`config.mk`:
```
export PLATFORM = sky130hd
export DESIGN_NAME = epoch_to_local_civil_time_unit
export DESIGN_NICKNAME = d
export VERILOG_FILES = /design/src/rtl/core/elct_pkg.sv /design/src/rtl/core/epoch_to_local_civil_time_unit.sv
export VERILOG_INCLUDE_DIRS = /design/src /design/src/rtl/core
export SDC_FILE = /design/constraint.sdc
export NUM_CORES = 2
export LEC_CHECK = 0
export BUFFER_PORTS_ARGS = -buffer_cell sky130_fd_sc_hd__buf_2
export CAP_MARGIN = 20
export CORE_ASPECT_RATIO = 0.6
export CORE_UTILIZATION = 30
export CTS_CLUSTER_SIZE = 16
export DETAILED_ROUTE_END_ITERATION = 12
export HOLD_SLACK_MARGIN = 0.15
export PLACE_DENSITY_LB_ADDON = 0.25
export SETUP_SLACK_MARGIN = 0.05
export SLEW_MARGIN = 30
export SYNTH_ARGS = -nofsm -noshare
export SYNTH_HDL_FRONTEND = slang
export SYNTH_SLANG_ARGS = --single-unit
export TNS_END_PERCENT = 10
```
`constraint.sdc`:
```
create_clock -name clock -period 15.5 [get_ports clock]
set_input_delay 3.1 -clock clock [delete_from_list [all_inputs] [get_ports clock]]
set_output_delay 3.1 -clock clock [all_outputs]
set_load 0.05 [all_outputs]
```
`src/rtl/core/assert_macros.svh`:
```
// Assertion helpers for the RTL in this folder.
`ifndef ASSERT_MACROS_SVH
`define ASSERT_MACROS_SVH

// Check a property on every rising clock edge outside reset.
`define ELCT_ASSERT(name, prop, msg) \
   name: assert property (@(posedge clock) disable iff (reset) (prop)) \
      else $error(msg);

// Check that a condition is followed by another on the next edge.
`define ELCT_ASSERT_NEXT(name, pre, post, msg) \
   name: assert property (@(posedge clock) disable iff (reset) (pre) |=> (post)) \
      else $error(msg);

`endif

```
`src/rtl/core/elct_pkg.sv`:
```
package elct_pkg;

   // Pipeline depth, one register per stage
   localparam int NUM_STAGES = 12;

   // Seconds to days and time of day
   localparam logic [31:0] SECS_PER_DAY   = 32'd86400;
   localparam logic [15:0] DAY_RECIP      = 16'd49710;   // floor(2^32 / 86400)
   localparam logic [16:0] SECS_PER_HOUR  = 17'd3600;
   localparam logic [5:0]  HOUR_RECIP     = 6'd36;       // floor(2^17 / 3600)
   localparam logic [11:0] SECS_PER_MIN   = 12'd60;
   localparam logic [6:0]  MIN_RECIP      = 7'd68;       // floor(2^12 / 60)

   // Day count to day of era (eras of 400 years from March 0000)
   localparam logic [15:0] ERA5_FIRST_DAY = 16'd11017;   // first day of era 5
   localparam logic [17:0] ERA4_DOE_BIAS  = 18'd135080;  // 719468 - 4 * 146097

   // Year of era
   localparam logic [17:0] DAYS_PER_4Y    = 18'd1460;
   localparam logic [7:0]  RECIP_4Y       = 8'd179;      // floor(2^18 / 1460)
   localparam logic [17:0] DAYS_PER_100Y  = 18'd36524;
   localparam logic [17:0] DAYS_ERA_LAST  = 18'd146096;
   localparam logic [17:0] DAYS_PER_YEAR  = 18'd365;
   localparam logic [9:0]  RECIP_YEAR     = 10'd718;     // floor(2^18 / 365)

   // Year bases of the two eras that a 32-bit count can reach
   localparam logic [11:0] ERA4_BASE_YEAR = 12'd1600;
   localparam logic [11:0] ERA5_BASE_YEAR = 12'd2000;

   // Months counted from March
   localparam logic [3:0]  NUM_MONTHS     = 4'd12;
   localparam logic [3:0]  FIRST_JAN_MP   = 4'd10;

   typedef struct packed {
      logic [4:0] hour;
      logic [5:0] minute;
      logic [5:0] second;
   } hms_type;

   // First day of year (from March 1) of each month counted from March
   function automatic logic [8:0] month_start(input logic [3:0] mp);
      logic [8:0] start;
      unique case (mp)
         4'd0:    start = 9'd0;
         4'd1:    start = 9'd31;
         4'd2:    start = 9'd61;
         4'd3:    start = 9'd92;
         4'd4:    start = 9'd122;
         4'd5:    start = 9'd153;
         4'd6:    start = 9'd184;
         4'd7:    start = 9'd214;
         4'd8:    start = 9'd245;
         4'd9:    start = 9'd275;
         4'd10:   start = 9'd306;
         4'd11:   start = 9'd337;
         default: start = 9'd0;
      endcase
      return start;
   endfunction

endpackage

```
`src/rtl/core/epoch_to_local_civil_time_unit.sv`:
```
// Local civil date and time from a 32-bit UTC seconds count.
//
// Input channel (req_): req_utc_seconds, taken at an edge with req_valid high
// and req_stall low. Result channel (rsp_): year, month, day of month, hour,
// minute and second, taken at an edge with rsp_valid high and rsp_stall low.
// csr_wr_en writes the signed time-zone offset in minutes from csr_wr_data;
// write it only while no word is in flight. The offset is applied as minutes
// times 60, and the local seconds wrap modulo 2^32.
// A word accepted at the input passes through a 12-stage pipeline and shows
// on rsp_ from the last stage. Throughput is one word per cycle while the
// receiver does not stall. Each reciprocal multiply estimate is corrected in
// the stage after it.
// A stall from the receiver holds the output word; earlier stages keep
// advancing into empty slots, so req_stall rises only once all 12 stages
// hold a word. Reset empties the pipeline and clears the offset to zero.
module epoch_to_local_civil_time_unit
   import elct_pkg::*;
(
   input  logic               clock,
   input  logic               reset,
   input  logic               csr_wr_en,
   input  logic signed [10:0] csr_wr_data,
   input  logic               req_valid,
   output logic               req_stall,
   input  logic [31:0]        req_utc_seconds,
   output logic               rsp_valid,
   input  logic               rsp_stall,
   output logic [11:0]        rsp_year,
   output logic [3:0]         rsp_month,
   output logic [4:0]         rsp_day_of_month,
   output logic [4:0]         rsp_hour,
   output logic [5:0]         rsp_minute,
   output logic [5:0]         rsp_second
);

`include "assert_macros.svh"

   // Offset in seconds, signed
   logic signed [16:0] off_sec_ff, off_sec_in;
   logic signed [16:0] off_ext;

   // Stage valids and per-stage advance
   logic [1:NUM_STAGES]   v_ff;
   logic [1:NUM_STAGES+1] adv;

   // Stage payloads
   logic [31:0] s1_local_ff, s1_local_in;
   logic [31:0] s2_local_ff;
   logic [15:0] s2_dq_ff, s2_dq_in;
   logic [15:0] s3_days_ff, s3_days_in;
   logic [16:0] s3_sod_ff, s3_sod_in;
   logic [4:0]  s4_hq_ff, s4_hq_in;
   logic [16:0] s4_sod_ff;
   logic [17:0] doe_ff [4:9];
   logic [17:0] doe_in;
   logic        era5_ff [4:NUM_STAGES];
   logic        era5_in;
   logic [4:0]  s5_hour_ff, s5_hour_in;
   logic [11:0] s5_soh_ff, s5_soh_in;
   logic [6:0]  s5_q4y_ff, s5_q4y_in;
   logic [2:0]  s5_qcent_ff, s5_qcent_in;
   logic        s5_qlast_ff, s5_qlast_in;
   logic [4:0]  s6_hour_ff;
   logic [11:0] s6_soh_ff;
   logic [5:0]  s6_mq_ff, s6_mq_in;
   logic [6:0]  s6_q4y_ff, s6_q4y_in;
   logic [2:0]  s6_qcent_ff;
   logic        s6_qlast_ff;
   hms_type     hms_ff [7:NUM_STAGES];
   hms_type     hms_in;
   logic [17:0] s7_n_ff, s7_n_in;
   logic [17:0] s8_n_ff;
   logic [8:0]  s8_ye_ff, s8_ye_in;
   logic [8:0]  s9_yoe_ff, s9_yoe_in;
   logic [8:0]  s10_yoe_ff;
   logic [8:0]  s10_doy_ff, s10_doy_in;
   logic [8:0]  s11_yoe_ff;
   logic [8:0]  s11_doy_ff;
   logic [3:0]  s11_mp_ff, s11_mp_in;
   logic [11:0] s12_year_ff, s12_year_in;
   logic [3:0]  s12_month_ff, s12_month_in;
   logic [4:0]  s12_dom_ff, s12_dom_in;

   // Scratch terms
   logic [47:0] day_prod;
   logic [31:0] day_rem;
   logic [22:0] hour_prod;
   logic [16:0] hour_rem;
   logic [25:0] q4y_prod;
   logic [17:0] q4y_rem;
   logic [18:0] min_prod;
   logic [11:0] min_rem;
   logic [27:0] year_prod;
   logic [17:0] year_rem;
   logic [1:0]  yoe_c100;
   logic [17:0] yoe_days;

   // Terms for the checks on the result word
   logic        date_ok;
   logic        time_ok;
   logic        tail_blocked;

   // Convert a written offset in minutes to seconds
   always_comb begin
      off_ext    = {{6{csr_wr_data[10]}}, csr_wr_data};
      off_sec_in = (off_ext <<< 6) - (off_ext <<< 2);
   end

   always_ff @(posedge clock) begin
      if (reset) begin
         off_sec_ff <= '0;
      end else if (csr_wr_en) begin
         off_sec_ff <= off_sec_in;
      end
   end

   // A stage advances when it is empty or the stage after it advances
   always_comb begin
      adv[NUM_STAGES+1] = !rsp_stall;
      for (int k = NUM_STAGES; k >= 1; k--) begin
         adv[k] = !v_ff[k] || adv[k+1];
      end
   end

   assign req_stall = !adv[1];

   always_ff @(posedge clock) begin
      if (reset) begin
         v_ff <= '0;
      end else begin
         if (adv[1]) begin
            v_ff[1] <= req_valid;
         end
         for (int k = 2; k <= NUM_STAGES; k++) begin
            if (adv[k]) begin
               v_ff[k] <= v_ff[k-1];
            end
         end
      end
   end

   // Datapath next values
   always_comb begin
      // Stage 1: local seconds, wrapping modulo 2^32
      s1_local_in = req_utc_seconds + {{15{off_sec_ff[16]}}, off_sec_ff};

      // Stage 2: day estimate, low by at most one
      day_prod = 48'(s1_local_ff) * 48'(DAY_RECIP);
      s2_dq_in = day_prod[47:32];

      // Stage 3: correct the day count, keep seconds of day
      day_rem = s2_local_ff - (32'(s2_dq_ff) * SECS_PER_DAY);
      if (day_rem >= SECS_PER_DAY) begin
         s3_days_in = s2_dq_ff + 16'd1;
         s3_sod_in  = 17'(day_rem - SECS_PER_DAY);
      end else begin
         s3_days_in = s2_dq_ff;
         s3_sod_in  = day_rem[16:0];
      end

      // Stage 4: day of era and hour estimate
      if (s3_days_ff < ERA5_FIRST_DAY) begin
         doe_in  = 18'(s3_days_ff) + ERA4_DOE_BIAS;
         era5_in = 1'b0;
      end else begin
         doe_in  = 18'(s3_days_ff) - 18'(ERA5_FIRST_DAY);
         era5_in = 1'b1;
      end
      hour_prod = 23'(s3_sod_ff) * 23'(HOUR_RECIP);
      s4_hq_in  = hour_prod[21:17];

      // Stage 5: correct the hour; estimate four-year cycles, count centuries
      hour_rem = s4_sod_ff - 17'(17'(s4_hq_ff) * SECS_PER_HOUR);
      if (hour_rem >= SECS_PER_HOUR) begin
         s5_hour_in = s4_hq_ff + 5'd1;
         s5_soh_in  = 12'(hour_rem - SECS_PER_HOUR);
      end else begin
         s5_hour_in = s4_hq_ff;
         s5_soh_in  = hour_rem[11:0];
      end
      q4y_prod    = 26'(doe_ff[4]) * 26'(RECIP_4Y);
      s5_q4y_in   = q4y_prod[24:18];
      s5_qcent_in = 3'(doe_ff[4] >= DAYS_PER_100Y)
                  + 3'(doe_ff[4] >= 18'(2 * DAYS_PER_100Y))
                  + 3'(doe_ff[4] >= 18'(3 * DAYS_PER_100Y))
                  + 3'(doe_ff[4] >= 18'(4 * DAYS_PER_100Y));
      s5_qlast_in = (doe_ff[4] == DAYS_ERA_LAST);

      // Stage 6: minute estimate; correct four-year cycles
      min_prod = 19'(s5_soh_ff) * 19'(MIN_RECIP);
      s6_mq_in = min_prod[17:12];
      q4y_rem  = doe_ff[5] - 18'(18'(s5_q4y_ff) * DAYS_PER_4Y);
      if (q4y_rem >= DAYS_PER_4Y) begin
         s6_q4y_in = s5_q4y_ff + 7'd1;
      end else begin
         s6_q4y_in = s5_q4y_ff;
      end

      // Stage 7: correct the minute; day of era less leap days
      min_rem = s6_soh_ff - 12'(12'(s6_mq_ff) * SECS_PER_MIN);
      hms_in.hour = s6_hour_ff;
      if (min_rem >= SECS_PER_MIN) begin
         hms_in.minute = s6_mq_ff + 6'd1;
         hms_in.second = 6'(min_rem - SECS_PER_MIN);
      end else begin
         hms_in.minute = s6_mq_ff;
         hms_in.second = min_rem[5:0];
      end
      s7_n_in = doe_ff[6] - 18'(s6_q4y_ff) + 18'(s6_qcent_ff) - 18'(s6_qlast_ff);

      // Stage 8: year of era estimate
      year_prod = 28'(s7_n_ff) * 28'(RECIP_YEAR);
      s8_ye_in  = year_prod[26:18];

      // Stage 9: correct the year of era
      year_rem = s8_n_ff - 18'(18'(s8_ye_ff) * DAYS_PER_YEAR);
      if (year_rem >= DAYS_PER_YEAR) begin
         s9_yoe_in = s8_ye_ff + 9'd1;
      end else begin
         s9_yoe_in = s8_ye_ff;
      end

      // Stage 10: day of year from March 1
      yoe_c100 = 2'(s9_yoe_ff >= 9'd100) + 2'(s9_yoe_ff >= 9'd200)
               + 2'(s9_yoe_ff >= 9'd300);
      yoe_days = 18'(s9_yoe_ff) * DAYS_PER_YEAR + 18'(s9_yoe_ff >> 2) - 18'(yoe_c100);
      s10_doy_in = 9'(doe_ff[9] - yoe_days);

      // Stage 11: month counted from March
      s11_mp_in = 4'd0;
      for (int k = 1; k < 12; k++) begin
         if (s10_doy_ff >= month_start(4'(k))) begin
            s11_mp_in = 4'(k);
         end
      end

      // Stage 12: civil month, day and year
      s12_dom_in = 5'(s11_doy_ff - month_start(s11_mp_ff) + 9'd1);
      if (s11_mp_ff < FIRST_JAN_MP) begin
         s12_month_in = s11_mp_ff + 4'd3;
      end else begin
         s12_month_in = s11_mp_ff + 4'd3 - NUM_MONTHS;
      end
      s12_year_in = 12'(s11_yoe_ff)
                  + (era5_ff[11] ? ERA5_BASE_YEAR : ERA4_BASE_YEAR)
                  + 12'(s11_mp_ff >= FIRST_JAN_MP);
   end

   // Load each stage when it advances
   always_ff @(posedge clock) begin
      if (adv[1]) begin
         s1_local_ff <= s1_local_in;
      end
      if (adv[2]) begin
         s2_local_ff <= s1_local_ff;
         s2_dq_ff    <= s2_dq_in;
      end
      if (adv[3]) begin
         s3_days_ff <= s3_days_in;
         s3_sod_ff  <= s3_sod_in;
      end
      if (adv[4]) begin
         doe_ff[4]  <= doe_in;
         era5_ff[4] <= era5_in;
         s4_hq_ff   <= s4_hq_in;
         s4_sod_ff  <= s3_sod_ff;
      end
      if (adv[5]) begin
         s5_hour_ff  <= s5_hour_in;
         s5_soh_ff   <= s5_soh_in;
         s5_q4y_ff   <= s5_q4y_in;
         s5_qcent_ff <= s5_qcent_in;
         s5_qlast_ff <= s5_qlast_in;
      end
      if (adv[6]) begin
         s6_hour_ff  <= s5_hour_ff;
         s6_soh_ff   <= s5_soh_ff;
         s6_mq_ff    <= s6_mq_in;
         s6_q4y_ff   <= s6_q4y_in;
         s6_qcent_ff <= s5_qcent_ff;
         s6_qlast_ff <= s5_qlast_ff;
      end
      if (adv[7]) begin
         hms_ff[7] <= hms_in;
         s7_n_ff   <= s7_n_in;
      end
      if (adv[8]) begin
         s8_n_ff  <= s7_n_ff;
         s8_ye_ff <= s8_ye_in;
      end
      if (adv[9]) begin
         s9_yoe_ff <= s9_yoe_in;
      end
      if (adv[10]) begin
         s10_yoe_ff <= s9_yoe_ff;
         s10_doy_ff <= s10_doy_in;
      end
      if (adv[11]) begin
         s11_yoe_ff <= s10_yoe_ff;
         s11_doy_ff <= s10_doy_ff;
         s11_mp_ff  <= s11_mp_in;
      end
      if (adv[12]) begin
         s12_year_ff  <= s12_year_in;
         s12_month_ff <= s12_month_in;
         s12_dom_ff   <= s12_dom_in;
      end
      // Carry day of era, era and time of day down the pipeline
      for (int k = 5; k <= 9; k++) begin
         if (adv[k]) begin
            doe_ff[k] <= doe_ff[k-1];
         end
      end
      for (int k = 5; k <= NUM_STAGES; k++) begin
         if (adv[k]) begin
            era5_ff[k] <= era5_ff[k-1];
         end
      end
      for (int k = 8; k <= NUM_STAGES; k++) begin
         if (adv[k]) begin
            hms_ff[k] <= hms_ff[k-1];
         end
      end
   end

   // Drive the result word
   assign rsp_valid        = v_ff[NUM_STAGES];
   assign rsp_year         = s12_year_ff;
   assign rsp_month        = s12_month_ff;
   assign rsp_day_of_month = s12_dom_ff;
   assign rsp_hour         = hms_ff[NUM_STAGES].hour;
   assign rsp_minute       = hms_ff[NUM_STAGES].minute;
   assign rsp_second       = hms_ff[NUM_STAGES].second;

   // Range of each result field, and a blocked word behind the output
   assign date_ok = rsp_month != 4'd0 && rsp_month <= 4'd12 && rsp_day_of_month != 5'd0
                 && rsp_year >= 12'd1970 && rsp_year <= 12'd2106;
   assign time_ok = rsp_hour < 5'd24 && rsp_minute < 6'd60 && rsp_second < 6'd60;
   assign tail_blocked = v_ff[NUM_STAGES-1] && !adv[NUM_STAGES];

   // Fields of a delivered word stay within the calendar
   `ELCT_ASSERT(a_date_in_range, !rsp_valid || date_ok, "result date out of range")
   `ELCT_ASSERT(a_time_in_range, !rsp_valid || time_ok, "result time out of range")
   // Input back-pressure only when every stage holds a word
   `ELCT_ASSERT(a_stall_when_full, !req_stall || (&v_ff), "input stalled with an empty stage")
   // A word blocked in the next-to-last stage is not dropped
   `ELCT_ASSERT_NEXT(a_blocked_word_held, tail_blocked, v_ff[NUM_STAGES-1], "blocked word lost")

endmodule
```
# Word-level counts from Yosys, hierarchy flattened
# Memories as Yosys holds them, arrays and structs flattened.
# Cells that the tools add are included.
# classes
addsub	34
muxes	39
eq_ne	1
multipliers	11
order_cmp	26
n_reduce_logical	28
# ops
cell	count
$mul A32 B15 Y47 const B	1
$ge A9 B8 Y1 const B	5
$ge A18 B17 Y1 const B	2
$ge A9 B9 Y1 const B	4
$sub A18 B18 Y18	2
$add A32 B32 Y32	1
$ge A32 B17 Y1 const B	1
$sub A32 B32 Y32	1
$mux W4	7
$ge A9 B7 Y1 const B	3
$mul A18 B9 Y26 const B	1
$mul A16 B10 Y25 const B	1
$mul A18 B8 Y25 const B	1
$mux W12	2
$mux W1	21
$mul A17 B4 Y20 const B	1
$add A16 B18 Y18 const B	1
$add A18 B3 Y18	1
$eq A18 B18 Y1 const B	1
$ge A18 B11 Y1 const B	1
$ge A18 B16 Y1 const B	1
$ge A18 B18 Y1 const B	1
$ge A18 B9 Y1 const B	1
$mul A9 B9 Y18 const B	1
49 further kinds	77
# word_totals
out_inout_bits	40
inputBits	48
ramBits	219
mem_bits_ro	144
elab_cells	188
n_memories	4
reg_bits	337
# mem_list
memory	words	word_bits	rd	rd_ports_with_merged_regs	write_ports	line_no	source
(no name shown)	16	9	1	0	0	elct_pkg.sv:43	unique case (mp)
doe_ff	6	18	6	0	6	epoch_to_local_civil_time_unit.sv:54	logic [17:0] doe_ff [4:9];
hms_ff	6	17	6	0	6	epoch_to_local_civil_time_unit.sv:69	hms_type hms_ff [7:NUM_STAGES];
era5_ff	9	1	8	0	9	epoch_to_local_civil_time_unit.sv:56	logic era5_ff [4:NUM_STAGES];

# Longest topological paths before layout
# depth
depth_word	14
mapped_depth	34
mapped_depth_nobuf	33

# Worst setup path before layout
# Ideal clock, no wire load.
# synth_timing
path_type	input -> output
startpoint	input rsp_stall
endpoint	output req_stall
arrival_time_ns	8.600
slack_ns	3.800
required_time_ns	12.400
cell_stages	9
cell_sequence	and3_1 and3_1 clkbuf_1 nand4_1 nor2_1 nand3_1 nor2_1 nand2_1 inv_1
# synth_between
elab_chain_len	14
# synth_lines
element	line_no	source
start: declaration	epoch_to_local_civil_time_unit.sv:27	input logic rsp_stall,
$logic_not A1 Y1	epoch_to_local_civil_time_unit.sv:119	adv[NUM_STAGES+1] = !rsp_stall;
$logic_or A1 B1 Y1 (7 in a row)	epoch_to_local_civil_time_unit.sv:121	adv[k] = !v_ff[k] || adv[k+1];
named net adv (one bit)	epoch_to_local_civil_time_unit.sv:44	logic [1:NUM_STAGES+1] adv;
$logic_or A1 B1 Y1 (3 in a row)	epoch_to_local_civil_time_unit.sv:121	
named net adv (one bit)	epoch_to_local_civil_time_unit.sv:44	
$logic_or A1 B1 Y1 (2 in a row)	epoch_to_local_civil_time_unit.sv:121	
$logic_not A1 Y1	epoch_to_local_civil_time_unit.sv:125	assign req_stall = !adv[1];
end: declaration	epoch_to_local_civil_time_unit.sv:24	output logic req_stall,
# The timed path passes the listed nets, and every way through them passes these cells.

# Worst setup path after layout
# Ends and elaborated chain as after synthesis.

==> summary.txt <==
Status
  – Status: completed

Global routing
  – Initial antenna violation count: 3
  – Largest net degree at the start of global routing: 56
  – First-pass GRT wire length: approximately 160000 um
  – Met2 usage: 0.172
  – Vias in the first global route: 28200
  – Most used routing layer: met1
  – Total global routing overflow: 0
  – Met3 GRT Util: 0.0206
  – Total global-route track usage: 0.129
  – Global Route met1 Usage: 0.214

Worst setup path
  – Crit-path max FO: 55
  – Setup crit end kind: output pin
  – Critical path's slowest cell: nor2_1
  – Critical path required time: 12.40 ns
  – Worst path bufs/invs: 6
  – Worst R2R Path Depth: 30
  – Startpoint types: input pin
  – Setup crit start: rsp_stall
  – CP cell instances: buf_2 > and3_1 > and3_1 > nand4_1 > buf_4 > nor2_1 > nand3_2 > buf_4 > nor2_1 > nand2_1 > buf_4 > inv_1 > buf_2
  – Critical path's top delay family: simple AND/OR/NAND/NOR gates
  – WP depth: 13
  – Arr. time, crit path: 6.47 ns
  – Setup CP Type: in2out
  – Crit path capture: req_stall
  – Reg2Reg Setup Slack: 7.21 ns
  – Reg-to-reg endpoint: s3_days_ff[14]
  – Delay of the slowest critical-path stage: 0.55 ns
  – Crit-path most repeated cell: buf_4
  – Reg2reg start: s2_dq_ff[4]

Run
  – Max cap viols: 0

Placed design
  – Buffers on Ports: 87
  – Setup slack at placement: 5.91 ns
  – Final Wtd Congestion: 0.831
  – DP HPWL: 79400 um

Route
  – Via density: 4.49
  – Final wirelength: slightly below 100000 um
  – Via count: between 20000 and 30000
  – Residual DRC: 0
  – Avg WL per Cell: 15.6 um
  – First-pass iteration count of the detailed router: 5
  – Final ANT Viol Nets: 0
  – DRT iter0 DRCs: 1723

CTS
  – H-Tree Depth: 2
  – CTS tree: yes
  – Clk_lat worst skew: 0.69 ns
  – Postcts setup bufs: 0
  – Clk slew on worst S/H paths: 0.06 ns
  – Max clock buf depth: 3
  – Total clock sinks: ~530
  – Number of hold buffers added after CTS: 0
  – CTS buffer count: between 50 and 60
  – Clk root buf: clkbuf_16
  – PostCTS Resize Cnt: 0

Yosys
  – Ys flop type: edfxtp_1
  – Sequential-to-total area share from yosys stat: 0.337
  – Fraction of registers with async set/reset: 0
  – #FFs+latches synth: 526
  – Synth Cell Area: 46100 sq um
  – Synth warnings: 0
  – Synth cell count leaders: 840 x ha_1, 808 x inv_1, 499 x edfxtp_1
  – Cell with the most instances after synthesis: ha_1
  – Cells after synthesis: 4082
  – Top cell type's share of synthesized area: 0.325
  – Synth top area cells: edfxtp_1 33%, ha_1 23%, fa_1 15%
  – Number of synthesized flops with an enable pin: 499
  – Synth cell types: 88
  – Syn avg cell area: 11.3 sq um
  – Syn_nets: 5326
  – Yosys top cell by area: edfxtp_1

STA
  – Final Max Tran Viols: 0
  – Tcrit/Tclk final: 0.617
  – Setup Skew: 0.0887 ns
  – Fin crit period: roughly 9.6 ns
  – Final setup vio count: 0
  – RSZ-0062 raised after global routing: false
  – Slew margin rel.: 0.463
  – Least-Margin Pin Slew: 0.805 ns
  – Fin Setup TNS: 0 ns
  – Worst setup margin: 5.93 ns
  – Fin. Hold Viols: 0
  – Max Clock Freq: 0.105 GHz

Die
  – Initial Utilization: 0.305
  – Top-level I/O count: 88
  – Die X: around 510 um
  – Die area: 155000 sq um
  – Core footprint: 151000 sq um
  – Die Ht: 306 um
  – # rows: 110

Layout
  – Layout cells sized above 1: 0.0542
  – Fill count: 15200
  – Layout net count: 5439
  – Synth-to-Final Area Change: 10.5%

Hold path
  – Hold/Removal Path Class: reg2reg
  – Worst hold path depth: 0
how the worst min path moves through the flow:
stage | start | to | slack (ns)
floorplan | doe_ff[2][18] | doe_ff[3][0] | 0.40
CTS | hms_ff[0][142] | hms_ff[0][159] | 0.35
finish | hms_ff[0][120] | hms_ff[0][137] | 0.35
global route | hms_ff[0][145] | hms_ff[0][162] | 0.35
detailed placement | doe_ff[4][2] | doe_ff[4][20] | 0.40
global placement | s2_local_ff[0] | s3_sod_ff[0] | 0.40
per-layer routing:
layer | part of all wire | routed length [um]
met2 | 0.37 | 36000
met4 | 0.013 | 1260
met3 | 0.045 | 4410
met5 | 0.000082 | 8
met1 | 0.57 | 55900
cell families after synthesis:
family | after synthesis | share of synthesized area
adder cells (fa/ha/maj) | 1196 | 0.383
buffers and inverters | 847 | 0.0706
AND/OR/NAND/NOR | 617 | 0.0669
AO/OA/AOI/OAI | 594 | 0.0839
flip-flops | 526 | 0.337
XOR/XNOR | 271 | 0.0518
multiplexers | 31 | 0.00695
flip-flops by register name, summed over array words and instances (netlist names), 17 cells and up:
name,flops
hms_ff,102
doe_ff,81
s1_local_ff,32
s4_sod_ff,17
s3_sod_ff,17
s2_local_ff,32
s8_n_ff,18
s7_n_ff,18
area by class of cell:
cell class	count	area, sq um	share of cell area
antenna	2	5.00	0.0000983
clock buffer	62	1420	0.0280
clock inverter	42	573	0.0113
inverter	808	3040	0.0597
multi-input combinational	2709	27300	0.537
sequential	526	15500	0.305
tap	2016	2520	0.0496
timing repair buffer	94	488	0.00959
cell usage in the layout (no fill, tap or decap), types with 8 or more instances in the layout:
cell type / count
ha_1: 840
inv_1: 806
edfxtp_1: 499
fa_1: 356
nor2_1: 190
xnor2_1: 187
a21oi_1: 155
o21ai_0: 119
nand2_1: 107
buf_2: 87
xor2_1: 83
a21o_1: 76
clkbuf_16: 56
nor3_1: 54
nor2b_1: 46
o21a_1: 44
nand3_1: 43
nand2b_1: 36
nand4_1: 32
a31oi_1: 27
dfxtp_1: 27
mux2i_1: 26
and3_1: 20
o21bai_1: 20
a21boi_0: 17
a211oi_1: 16
o211ai_1: 14
or2_2: 12
a2111oi_0: 11
o21ai_1: 11
and2_1: 11
nor3b_1: 11
or3_1: 11
clkinv_2: 11
bufinv_16: 11
o31ai_1: 8
nor4_1: 8
o22ai_1: 8
clkinv_1: 8
metrics by stage:
stage	instances	util	hold slack [ns]	area (sq um)
2_1_floorplan	4082	-	0.400	46100
6_report	6259	0.337	0.347	50900
4_1_cts	6257	0.337	0.348	50900
3_3_place_gp	6153	0.323	0.402	48900
5_1_grt	6259	0.337	0.347	50900
3_5_place_dp	6153	0.324	0.405	48900
Power is left out: the tool's default activity adds up to more than one toggle a clock period on the data nets, which glitch-free logic cannot reach.
